<file path="src/rtl/core/elgamal_char_cipher_top_macros.svh">
// ----------------------------------------------------------------------------
// elgamal_char_cipher_top_macros.svh
// Assertion macros shared by the cipher core modules.
// ----------------------------------------------------------------------------
`ifndef ELGAMAL_CHAR_CIPHER_TOP_MACROS_SVH
`define ELGAMAL_CHAR_CIPHER_TOP_MACROS_SVH

// Same-cycle implication, checked outside reset
`define EGCC_ASSERT_NOW(label, ante, cons) \
   label: assert property (@(posedge clock) disable iff (reset) (ante) |-> (cons)) \
      else $error("egcc assertion failed");

// Next-cycle implication, checked outside reset
`define EGCC_ASSERT_NEXT(label, ante, cons) \
   label: assert property (@(posedge clock) disable iff (reset) (ante) |=> (cons)) \
      else $error("egcc assertion failed");

`endif

</file>
<file path="src/rtl/core/egcc_pkg.sv">
// ----------------------------------------------------------------------------
// egcc_pkg
// Shared widths and types for the ElGamal character cipher core.
// ----------------------------------------------------------------------------
package egcc_pkg;

   localparam int WORD_BITS = 32;
   localparam int CNT_BITS  = $clog2(WORD_BITS);
   localparam int IDX_BITS  = 2;

   // Configuration register indexes
   localparam logic [IDX_BITS-1:0] REG_MODULUS     = 2'd0;
   localparam logic [IDX_BITS-1:0] REG_GENERATOR   = 2'd1;
   localparam logic [IDX_BITS-1:0] REG_PUBLIC_KEY  = 2'd2;
   localparam logic [IDX_BITS-1:0] REG_PRIVATE_KEY = 2'd3;

   // Status of the shared modular multiplier
   typedef struct packed {
      logic busy;
      logic done;
   } mm_stat_type;

endpackage

</file>
<file path="src/rtl/core/egcc_modmul.sv">
// ----------------------------------------------------------------------------
// egcc_modmul
// Bit-serial interleaved modular multiplier: product = op_a * op_b mod p.
// op_b must be below the modulus; op_a may be any word. One bit per cycle,
// every bit of op_a in turn from the top, a one-cycle done pulse at the end.
// ----------------------------------------------------------------------------
`include "elgamal_char_cipher_top_macros.svh"

module egcc_modmul (
   input  logic                           clock,
   input  logic                           reset,
   input  logic                           start,
   input  logic [egcc_pkg::WORD_BITS-1:0] op_a,
   input  logic [egcc_pkg::WORD_BITS-1:0] op_b,
   input  logic [egcc_pkg::WORD_BITS-1:0] modulus,
   output logic [egcc_pkg::WORD_BITS-1:0] product,
   output egcc_pkg::mm_stat_type          stat
);
   import egcc_pkg::*;

   localparam logic [CNT_BITS-1:0] CNT_LAST = CNT_BITS'(WORD_BITS - 1);

   logic [WORD_BITS-1:0] a_ff, a_in;
   logic [WORD_BITS-1:0] b_ff, b_in;
   logic [WORD_BITS-1:0] r_ff, r_in;
   logic [CNT_BITS-1:0]  cnt_ff, cnt_in;
   logic                 busy_ff, busy_in;
   logic                 done_ff, done_in;

   logic [WORD_BITS:0] mod_ext;
   logic [WORD_BITS:0] dbl, dbl_red, sum, sum_red;

   // One step: r = 2r mod p, then r = r + bit*b mod p
   always_comb begin
      mod_ext = {1'b0, modulus};
      dbl     = {r_ff, 1'b0};
      dbl_red = (dbl >= mod_ext) ? dbl - mod_ext : dbl;
      sum     = dbl_red + (a_ff[WORD_BITS-1] ? {1'b0, b_ff} : '0);
      sum_red = (sum >= mod_ext) ? sum - mod_ext : sum;
   end

   // Sequencing of the bit steps
   always_comb begin
      a_in    = a_ff;
      b_in    = b_ff;
      r_in    = r_ff;
      cnt_in  = cnt_ff;
      busy_in = busy_ff;
      done_in = 1'b0;
      if (start) begin
         a_in    = op_a;
         b_in    = op_b;
         r_in    = '0;
         cnt_in  = '0;
         busy_in = 1'b1;
      end else if (busy_ff) begin
         a_in   = {a_ff[WORD_BITS-2:0], 1'b0};
         r_in   = sum_red[WORD_BITS-1:0];
         cnt_in = cnt_ff + 1'b1;
         if (cnt_ff == CNT_LAST) begin
            busy_in = 1'b0;
            done_in = 1'b1;
         end
      end
   end

   always_ff @(posedge clock) begin
      if (reset) begin
         busy_ff <= 1'b0;
         done_ff <= 1'b0;
         cnt_ff  <= '0;
      end else begin
         busy_ff <= busy_in;
         done_ff <= done_in;
         cnt_ff  <= cnt_in;
      end
      a_ff <= a_in;
      b_ff <= b_in;
      r_ff <= r_in;
   end

   assign product   = r_ff;
   assign stat.busy = busy_ff;
   assign stat.done = done_ff;

   `EGCC_ASSERT_NEXT(a_start_busy, start, busy_ff)
   `EGCC_ASSERT_NEXT(a_done_pulse, done_ff, !done_ff)
   `EGCC_ASSERT_NEXT(a_last_done, busy_ff && !start && cnt_ff == CNT_LAST, done_ff && !busy_ff)

endmodule

</file>
<file path="src/rtl/core/elgamal_char_cipher_top.sv">
// ----------------------------------------------------------------------------
// elgamal_char_cipher_top
// ElGamal encrypt/decrypt of one character per transaction, built around a
// single bit-serial modular multiplier under a small sequencer.
// ----------------------------------------------------------------------------
// One transaction at a time: req_tready is high only while idle. Every modular
// product goes through the shared multiplier. An exponentiation costs one
// reduction plus one squaring per exponent bit up to its top set bit, plus one
// product per set bit: at most about 65 products. Encrypt runs two
// exponentiations by k and one product; decrypt runs one by x, one by p-2
// unless the shared secret is zero, and one product. A modulus below two
// returns all zeros. Registers may be written only while the block is idle.
`include "elgamal_char_cipher_top_macros.svh"

module elgamal_char_cipher_top (
   input  logic                            clock,
   input  logic                            reset,
   // Request: tdata = message[7:0], random_k[39:8], cipher_a[71:40],
   //          cipher_b[103:72]
   input  logic                            req_tvalid,
   output logic                            req_tready,
   input  logic [103:0]                    req_tdata,
   input  logic                            req_tuser,   // kind: 0 encrypt, 1 decrypt
   // Response: tdata = out_a[31:0], out_b[63:32], recovered[95:64]
   output logic                            rsp_tvalid,
   input  logic                            rsp_tready,
   output logic [95:0]                     rsp_tdata,
   // Register writes
   input  logic                            csr_valid,
   output logic                            csr_ready,
   input  logic [egcc_pkg::IDX_BITS-1:0]   csr_index,
   input  logic [egcc_pkg::WORD_BITS-1:0]  csr_data
);
   import egcc_pkg::*;

   typedef enum logic [5:0] {
      ST_IDLE = 6'b000001,
      ST_RED  = 6'b000010,
      ST_MUL  = 6'b000100,
      ST_SQR  = 6'b001000,
      ST_FIN  = 6'b010000,
      ST_OUT  = 6'b100000
   } state_type;

   typedef enum logic [1:0] {
      PH_GK  = 2'd0,   // g^k
      PH_YK  = 2'd1,   // y^k
      PH_AX  = 2'd2,   // a^x
      PH_INV = 2'd3    // s^(p-2)
   } phase_type;

   localparam logic [WORD_BITS-1:0] ONE = WORD_BITS'(1);

   // Configuration registers
   logic [WORD_BITS-1:0] modulus_ff, generator_ff, public_key_ff, private_key_ff;

   state_type            state_ff, state_in;
   phase_type            phase_ff, phase_in;
   logic                 launched_ff, launched_in;
   logic                 kind_ff, kind_in;
   logic [7:0]           msg_ff, msg_in;
   logic [WORD_BITS-1:0] k_ff, k_in;
   logic [WORD_BITS-1:0] cb_ff, cb_in;
   logic [WORD_BITS-1:0] base_ff, base_in;
   logic [WORD_BITS-1:0] exp_ff, exp_in;
   logic [WORD_BITS-1:0] acc_ff, acc_in;
   logic [WORD_BITS-1:0] sq_ff, sq_in;
   logic [WORD_BITS-1:0] fin_a_ff, fin_a_in;
   logic [WORD_BITS-1:0] fin_b_ff, fin_b_in;
   logic [WORD_BITS-1:0] out_a_ff, out_a_in;
   logic [WORD_BITS-1:0] out_b_ff, out_b_in;
   logic [WORD_BITS-1:0] rec_ff, rec_in;

   logic                 mm_start;
   logic [WORD_BITS-1:0] mm_a, mm_b, mm_product;
   mm_stat_type          mm_stat;
   logic                 req_fire;

   assign req_tready = (state_ff == ST_IDLE);
   assign req_fire   = req_tvalid && req_tready;
   assign csr_ready  = 1'b1;

   // Register writes
   always_ff @(posedge clock) begin
      if (reset) begin
         modulus_ff     <= WORD_BITS'(3);
         generator_ff   <= WORD_BITS'(2);
         public_key_ff  <= WORD_BITS'(1);
         private_key_ff <= WORD_BITS'(1);
      end else if (csr_valid && csr_ready) begin
         case (csr_index)
            REG_MODULUS:     modulus_ff     <= csr_data;
            REG_GENERATOR:   generator_ff   <= csr_data;
            REG_PUBLIC_KEY:  public_key_ff  <= csr_data;
            REG_PRIVATE_KEY: private_key_ff <= csr_data;
            default: ;
         endcase
      end
   end

   // Multiplier launch and operand select
   always_comb begin
      mm_start = 1'b0;
      mm_a     = acc_ff;
      mm_b     = sq_ff;
      case (state_ff)
         ST_RED: begin
            mm_start = !launched_ff;
            mm_a     = base_ff;
            mm_b     = ONE;
         end
         ST_MUL: begin
            mm_start = !launched_ff && (exp_ff != '0) && exp_ff[0];
         end
         ST_SQR: begin
            mm_start = !launched_ff;
            mm_a     = sq_ff;
         end
         ST_FIN: begin
            mm_start = !launched_ff;
            mm_a     = fin_a_ff;
            mm_b     = fin_b_ff;
         end
         default: ;
      endcase
   end

   egcc_modmul u_modmul (
      .clock   (clock),
      .reset   (reset),
      .start   (mm_start),
      .op_a    (mm_a),
      .op_b    (mm_b),
      .modulus (modulus_ff),
      .product (mm_product),
      .stat    (mm_stat)
   );

   // Sequencer
   always_comb begin
      state_in    = state_ff;
      phase_in    = phase_ff;
      launched_in = launched_ff;
      kind_in     = kind_ff;
      msg_in      = msg_ff;
      k_in        = k_ff;
      cb_in       = cb_ff;
      base_in     = base_ff;
      exp_in      = exp_ff;
      acc_in      = acc_ff;
      sq_in       = sq_ff;
      fin_a_in    = fin_a_ff;
      fin_b_in    = fin_b_ff;
      out_a_in    = out_a_ff;
      out_b_in    = out_b_ff;
      rec_in      = rec_ff;

      if (mm_start) launched_in = 1'b1;
      if (mm_stat.done) launched_in = 1'b0;

      case (state_ff)
         ST_IDLE: begin
            if (req_fire) begin
               kind_in  = req_tuser;
               msg_in   = req_tdata[7:0];
               k_in     = req_tdata[39:8];
               cb_in    = req_tdata[103:72];
               out_a_in = '0;
               out_b_in = '0;
               rec_in   = '0;
               if (modulus_ff < WORD_BITS'(2)) begin
                  state_in = ST_OUT;
               end else if (!req_tuser) begin
                  phase_in = PH_GK;
                  base_in  = generator_ff;
                  exp_in   = req_tdata[39:8];
                  state_in = ST_RED;
               end else begin
                  phase_in = PH_AX;
                  base_in  = req_tdata[71:40];
                  exp_in   = private_key_ff;
                  state_in = ST_RED;
               end
            end
         end
         ST_RED: begin
            if (mm_stat.done) begin
               sq_in    = mm_product;
               acc_in   = ONE;
               state_in = ST_MUL;
            end
         end
         ST_MUL: begin
            if (exp_ff == '0) begin
               // exponentiation complete, result in acc
               case (phase_ff)
                  PH_GK: begin
                     out_a_in = acc_ff;
                     phase_in = PH_YK;
                     base_in  = public_key_ff;
                     exp_in   = k_ff;
                     state_in = ST_RED;
                  end
                  PH_YK: begin
                     fin_a_in = {{(WORD_BITS-8){1'b0}}, msg_ff};
                     fin_b_in = acc_ff;
                     state_in = ST_FIN;
                  end
                  PH_AX: begin
                     if (acc_ff == '0) begin
                        // zero shared secret: inverse taken as one
                        fin_a_in = cb_ff;
                        fin_b_in = ONE;
                        state_in = ST_FIN;
                     end else begin
                        phase_in = PH_INV;
                        base_in  = acc_ff;
                        exp_in   = modulus_ff - WORD_BITS'(2);
                        state_in = ST_RED;
                     end
                  end
                  PH_INV: begin
                     fin_a_in = cb_ff;
                     fin_b_in = acc_ff;
                     state_in = ST_FIN;
                  end
                  default: ;
               endcase
            end else if (!exp_ff[0]) begin
               state_in = ST_SQR;
            end else if (mm_stat.done) begin
               acc_in   = mm_product;
               state_in = ST_SQR;
            end
         end
         ST_SQR: begin
            if (mm_stat.done) begin
               sq_in    = mm_product;
               exp_in   = exp_ff >> 1;
               state_in = ST_MUL;
            end
         end
         ST_FIN: begin
            if (mm_stat.done) begin
               if (kind_ff) rec_in = mm_product;
               else         out_b_in = mm_product;
               state_in = ST_OUT;
            end
         end
         ST_OUT: begin
            if (rsp_tready) state_in = ST_IDLE;
         end
         default: state_in = ST_IDLE;
      endcase
   end

   always_ff @(posedge clock) begin
      if (reset) begin
         state_ff    <= ST_IDLE;
         phase_ff    <= PH_GK;
         launched_ff <= 1'b0;
      end else begin
         state_ff    <= state_in;
         phase_ff    <= phase_in;
         launched_ff <= launched_in;
      end
      kind_ff  <= kind_in;
      msg_ff   <= msg_in;
      k_ff     <= k_in;
      cb_ff    <= cb_in;
      base_ff  <= base_in;
      exp_ff   <= exp_in;
      acc_ff   <= acc_in;
      sq_ff    <= sq_in;
      fin_a_ff <= fin_a_in;
      fin_b_ff <= fin_b_in;
      out_a_ff <= out_a_in;
      out_b_ff <= out_b_in;
      rec_ff   <= rec_in;
   end

   assign rsp_tvalid = (state_ff == ST_OUT);
   assign rsp_tdata  = {rec_ff, out_b_ff, out_a_ff};

   `EGCC_ASSERT_NOW(a_rsp_blocks_req, rsp_tvalid, !req_tready)
   `EGCC_ASSERT_NOW(a_start_when_free, mm_start, !mm_stat.busy)
   `EGCC_ASSERT_NOW(a_idle_mm_quiet, state_ff == ST_IDLE || state_ff == ST_OUT, !mm_stat.busy && !launched_ff)

endmodule

</file>
<file path="config.mk">
export PLATFORM = sky130hd
export DESIGN_NAME = elgamal_char_cipher_top
export DESIGN_NICKNAME = d
export VERILOG_FILES = /design/src/rtl/core/egcc_pkg.sv /design/src/rtl/core/egcc_modmul.sv /design/src/rtl/core/elgamal_char_cipher_top.sv
export VERILOG_INCLUDE_DIRS = /design/src /design/src/rtl/core
export SDC_FILE = /design/constraint.sdc
export NUM_CORES = 1
export LEC_CHECK = 0
export ABC_AREA = 1
export BUFFER_PORTS_ARGS = -buffer_cell sky130_fd_sc_hd__buf_2
export CAP_MARGIN = 20
export CELL_PAD_IN_SITES_DETAIL_PLACEMENT = 0
export CELL_PAD_IN_SITES_GLOBAL_PLACEMENT = 2
export CORE_UTILIZATION = 37
export CTS_CLUSTER_DIAMETER = 60
export CTS_CLUSTER_SIZE = 10
export DETAILED_ROUTE_END_ITERATION = 8
export PLACE_DENSITY_LB_ADDON = 0.1
export SETUP_SLACK_MARGIN = 0.15
export SYNTH_ARGS = -nofsm -noshare
export SYNTH_HDL_FRONTEND = slang
export SYNTH_SLANG_ARGS = --single-unit
</file>
<file path="constraint.sdc">
create_clock -name clock -period 7.1 [get_ports clock]
set_clock_uncertainty 0.15 [all_clocks]
set_input_delay 0.355 -clock clock [delete_from_list [all_inputs] [get_ports clock]]
set_output_delay 0.355 -clock clock [all_outputs]
set_load 0.01 [all_outputs]
</file>
=== Yosys cells after proc, flatten, opt, wreduce, memory -nomap -nowiden ===
Cells that the tools add are included.

* Bits in registers: 601
* Bits in latches: 0
* Memory bits (writable): 0
* Memory bits (read-only): 0
* Output and inout port bits: 99
* Logic and storage cells: 167
* Memories kept: 0

* $add $sub $neg: 5
* $mul: 0
* Divide/modulo/power cells: 0
* $lt $le $gt $ge: 3
* Eq/ne operators: 31
* Shifts and indexed selects: 0
* Multiplexer cells: 64
* Bitwise gates (word level): 1
* Reductions and logical operators: 37

{| class="wikitable"
|+ Operator list
! cell !! count
|-
| $mux W32 || 28
|-
| $pmux W32 S2 || 9
|-
| $pmux W32 S3 || 3
|-
| $ge A33 B32 Y1 || 2
|-
| $logic_not A32 Y1 || 2
|-
| $mux W6 || 8
|-
| $add A33 B32 Y33 || 1
|-
| $mux W33 || 1
|-
| $sub A33 B32 Y33 || 1
|-
| $lt A32 B2 Y1 const B || 1
|-
| $reduce_bool A32 Y1 || 1
|-
| $sub A32 B2 Y32 const B || 1
|-
| $sub A32 B32 Y32 || 1
|-
| $pmux W6 S5 || 1
|-
| $reduce_and A4 Y1 || 5
|-
| $pmux W6 S3 || 1
|-
| $ne A2 B1 Y1 const B || 8
|-
| $ne A2 B2 Y1 const B || 7
|-
| $reduce_and A2 Y1 || 6
|-
| $mux W2 || 5
|-
| $reduce_and A5 Y1 || 2
|-
| $reduce_bool A2 Y1 || 5
|-
| $eq A2 B2 Y1 const B || 4
|-
| $pmux W2 S2 || 2
|-
| 24 further kinds || 36
|}

=== Logic depth before layout (Yosys ltp) ===
* Depth after elaboration: 5
* Mapped depth: 45
* Mapped depth without buffers: 43

=== Hierarchy ===
Synthesis repeated with hierarchy kept, for this count alone.

* Cell total of the unflattened synthesis: 3874
* Area, all modules: 32105.8 µm²

{| class="wikitable"
|+ By module, submodules not included
! module !! instances !! cells an instance !! area an instance (µm²) !! seq. area each (µm²)
|-
| elgamal_char_cipher_top || 1 || 2222 || 21441.8 || 13583.0
|-
| egcc_modmul || 1 || 1652 || 10664.0 || 2702.6
|}

=== Worst setup path before layout ===
Ideal clock, no wire load.

* Kind: register to register
* From: register state_ff[3]
* To: register out_a_ff[0] (enable)
* Setup time: 0.387 ns
* Arrival time: 5.056 ns
* Slack: 1.507 ns
* Stages on the path, launching flop included: 7
* Buffers on the path: 0
* Period minus slack after synthesis: 5.593 ns
* Cell sequence: dfxtp_1 > inv_2 > nand2_2 > nor4_4 > inv_1 > nor2_1 > o211a_1

* Longest elaborated chain between the ends: 4
* Elaborated cells on any way between the ends: 8
* Classes of those cells: 5 x eq/ne; 3 x reduce/logical

{| class="wikitable"
|+ RTL lines
! what !! RTL line !! RTL
|-
| start: declaration || elgamal_char_cipher_top.sv:57 || <nowiki>state_type state_ff, state_in;</nowiki>
|-
| start signal: assignment || elgamal_char_cipher_top.sv:263 || <nowiki>state_ff <= state_in;</nowiki>
|-
| $eq A6 B1 Y1 (*) || elgamal_char_cipher_top.sv:79 || <nowiki>assign req_tready = (state_ff == ST_IDLE);</nowiki>
|-
| net req_tready || elgamal_char_cipher_top.sv:21 || <nowiki>output logic req_tready,</nowiki>
|-
| $logic_and A1 B1 Y1 || elgamal_char_cipher_top.sv:80 || <nowiki>assign req_fire = req_tvalid && req_tready;</nowiki>
|-
| $ne A2 B1 Y1 (no line) || -- ||
|-
| $reduce_and A4 Y1 (no line) (*) || -- ||
|-
| end signal: assignment || elgamal_char_cipher_top.sv:277 || <nowiki>out_a_ff <= out_a_in;</nowiki>
|-
| end: declaration || elgamal_char_cipher_top.sv:70 || <nowiki>logic [WORD_BITS-1:0] out_a_ff, out_a_in;</nowiki>
|}

The timed path passes the listed nets; every way through them passes the cells marked *.
A chain may end at the register's enable or synchronous reset.

=== Worst setup path after layout ===
* From: register modulus_ff[18]
* To: register u_modmul.r_ff[13], in the netlist u_modmul.product[13]

* Longest elaborated chain between the ends: 5
* Elaborated cells on any way between the ends: 7
* Classes of those cells: 3 x add/sub; 2 x order compare; 2 x mux

{| class="wikitable"
|+ RTL lines
! what !! RTL line !! RTL
|-
| start: declaration || elgamal_char_cipher_top.sv:55 || <nowiki>logic [WORD_BITS-1:0] modulus_ff, generator_ff, public_key_ff, private_key_ff;</nowiki>
|-
| start signal: assignment || elgamal_char_cipher_top.sv:92 || <nowiki>REG_MODULUS: modulus_ff <= csr_data;</nowiki>
|-
| $sub A33 B32 Y33 / $ge A33 B32 Y1 (equally long branches) || egcc_modmul.sv:37 || <nowiki>dbl_red = (dbl >= mod_ext) ? dbl - mod_ext : dbl;</nowiki>
|-
| $mux W33 || egcc_modmul.sv:37 ||
|-
| $add A33 B32 Y33 || egcc_modmul.sv:38 || <nowiki>sum = dbl_red + (a_ff[WORD_BITS-1] ? {1'b0, b_ff} : '0);</nowiki>
|-
| $ge A33 B32 Y1 / $sub A32 B32 Y32 (equally long branches) || egcc_modmul.sv:39 || <nowiki>sum_red = (sum >= mod_ext) ? sum - mod_ext : sum;</nowiki>
|-
| $mux W32 (*) || egcc_modmul.sv:39 ||
|-
| end signal: assignment || egcc_modmul.sv:79 || <nowiki>r_ff <= r_in;</nowiki>
|-
| end: declaration || egcc_modmul.sv:25 || <nowiki>logic [WORD_BITS-1:0] r_ff, r_in;</nowiki>
|}

Mark *: on every way between the ends. The rest lies on a longest branch, timed or not.

==> out/qor.yml <==
outcome: "finished clean"
wl_per_cell_um: 23.6
synth_top_area_share: 0.404
reg2reg_to: "u_modmul.product[13]"
clk_latency_ns: 0.64
setup_viol: 0
fmax_mhz: 154
dr.first_iter.drc_count: 2586
die_w_um: 294
layout-drive-gt1-share: 0.128
clock_sinks: 601
post-dp-hpwl_um: 94300
vias: 27639
antenna_found_initial: 2
reg2reg_slack_ns: 0.62
antenna_left: 0
maxSlewViolCount: 0
cts_tree: "done"
gp_congestion: 0.936
start_util: 0.376
synth.top_cells.by_area: "edfxtp_1 (40%), dfxtp_1 (11%), nand2_1 (10%)"
grt_max_degree: 78
cts_max_path_buffers: 3
gr-total-overflow: 0
io_buffers: 241
fin_nets: 4373
synth-edff-count: 425
die_height_um: 294
cts_root_buf: "clkbuf_16"
worstPathRequired_ns: 7.44
fin_crit_ns: 6.48
grt_pass1_wl_um: 179000
ys_seq_area_frac: 0.516
synthesis.area_mm2: 0.0316
syn_nets: 3973
max_cap_violations: 0
synth_seq_cells: 601
syn_inst: 3727
wl_um: 125000
ys_types: 59
grt_usage: 0.285
clk_pin_slew_ns: 0.06
crit-reg2reg-launch: "modulus_ff[18]"
setup.worst_path.start: "modulus_ff[18]"
first_global_vias: 26518
hold_viol_final: 0
worst_pin_slew_ns: 1.06
start_kind: "flip-flop"
m1WireLength_um: 56000
synth_warnings: 0
max_stage_delay_ns: 0.43
finalCritPeriodShare: 0.913
area_growth_pct: 20.9
cts_buffers: 75
slew_headroom: 0.290
layout_commonest_cell: "nand2_1"
crit_top_cell: "nand2_1"
wl_met2_um: 56300
finalSetupTns_ns: 0
core_mm2: 0.0841
mostFrequentLayoutCells: "nand2_1 (859), inv_1 (456), nor2_1 (438), edfxtp_1 (425), o21ai_0 (307)"
cp_max_fo: 11
min_to: "base_ff[4]"
io_pins: 243
met3WireLength_um: 8590
vias_per_cell: 5.21
hp-class: "input port to flip-flop"
worstSetupPathType: "flip-flop to flip-flop"
yosys_most_used_dff: "edfxtp_1"
rows: 106
synthArstFlopShare: 0
critPathArrivalTime_ns: 6.82
drc: 0
end_kind: "flip-flop"
rsz0062_at_grt: "false"
h-tree-depth: 3
worstHoldStart: "req_tdata[44]"
slowest_stage: "dfxtp_1"
yosysTopAreaCell: "edfxtp_1"
whs_path_depth: 3
reg2reg_depth: 36
dr.max_layer_used: "met4"
avgSynthCellArea_um2: 8.48
dieArea_mm2: 0.0865
drtPass1Iterations: 5
==> logic make-up after synthesis <==
family	Yosys count	synth area share
AO/OA/AOI/OAI	700	0.125
XOR/XNOR	84	0.0233
adder cells (fa/ha/maj)	102	0.0411
buffers and inverters	625	0.0768
flip-flops	601	0.516
multiplexers	32	0.0101
other	1	0.000119
AND/OR/NAND/NOR	1582	0.208
==> how the worst max path moves through the flow <==
stage / to / depth (start not counted)
CTS: u_modmul.product[6] / 38
global placement: u_modmul.product[2] / 32
floorplan: out_a_ff[0] / 6
finish: u_modmul.product[13] / 36
detailed placement: u_modmul.product[30] / 38
global route: u_modmul.product[20] / 40
==> Yosys cell counts, drive strengths merged, types with 2 or more instances <==
cell type  count
nand2        869
inv          472
nor2         453
edfxtp       425
o21ai        322
a21oi        208
dfxtp        176
nand3        131
clkbuf       112
ha            99
o211ai        64
nand4         57
xor2          55
buf           39
mux2i         32
nor3          30
xnor2         29
a31oi         28
o21bai        18
a221oi        17
a21o          16
nor4          16
o221ai        13
nand3b        12
o21a           6
or2            6
and3           4
fa             3
and2           2
clkinv         2
==> repair_timing <==
action | 4_1_cts | 5_1_grt
cloned | 1 | 0
endpoints found under the hold margin | 180 | 0
endpoints found under the setup margin | 32 | 32
resized for setup | 4 | 33
pin swaps | 2 | 3
hold buffers | 120 | 0
setup buffers | 2 | 8
==> area by class of cell <==
cell class | instances | area [um2]
Antenna cell | 1 | 2.50
Clock buffer | 103 | 1990
Clock inverter | 16 | 283
Fill cell | 8582 | 45900
Inverter | 474 | 1790
Multi-Input combinational cell | 2502 | 13100
Sequential cell | 601 | 16300
Tap cell | 1134 | 1420
Timing Repair Buffer | 473 | 3280
==> worst max-delay path, delay by kind of cell (launching register included) <==
family,cells,cell delay (ns)
AO/OA/AOI/OAI,3,0.68
buffers and inverters,6,1.04
flip-flops,1,0.43
adder cells (fa/ha/maj),3,1.09
AND/OR/NAND/NOR,23,2.54
XOR/XNOR,1,0.36
==> through the flow <==
step	hold WS, ns	cell area, um2	setup slack (ns)	std cells	util
global placement	0.287	34400	0.192	5053	0.409
global route	0.0639	38200	0.140	5303	0.454
floorplan	0.274	31600	1.51	3727	-
CTS	0.0109	38000	0.199	5295	0.451
finish	0.0335	38200	0.620	5304	0.454
detailed placement	0.291	34400	0.134	5053	0.409
==> layer usage <==
metal	global-route usage	up-vias
met5	0	-
met1	0.397	13282
li1	-	13236
met2	0.445	970
met3	0.0510	151
met4	0.0971	0
Power is left out: the tool's default activity adds up to more than one toggle a clock period on the data nets, which glitch-free logic cannot reach.
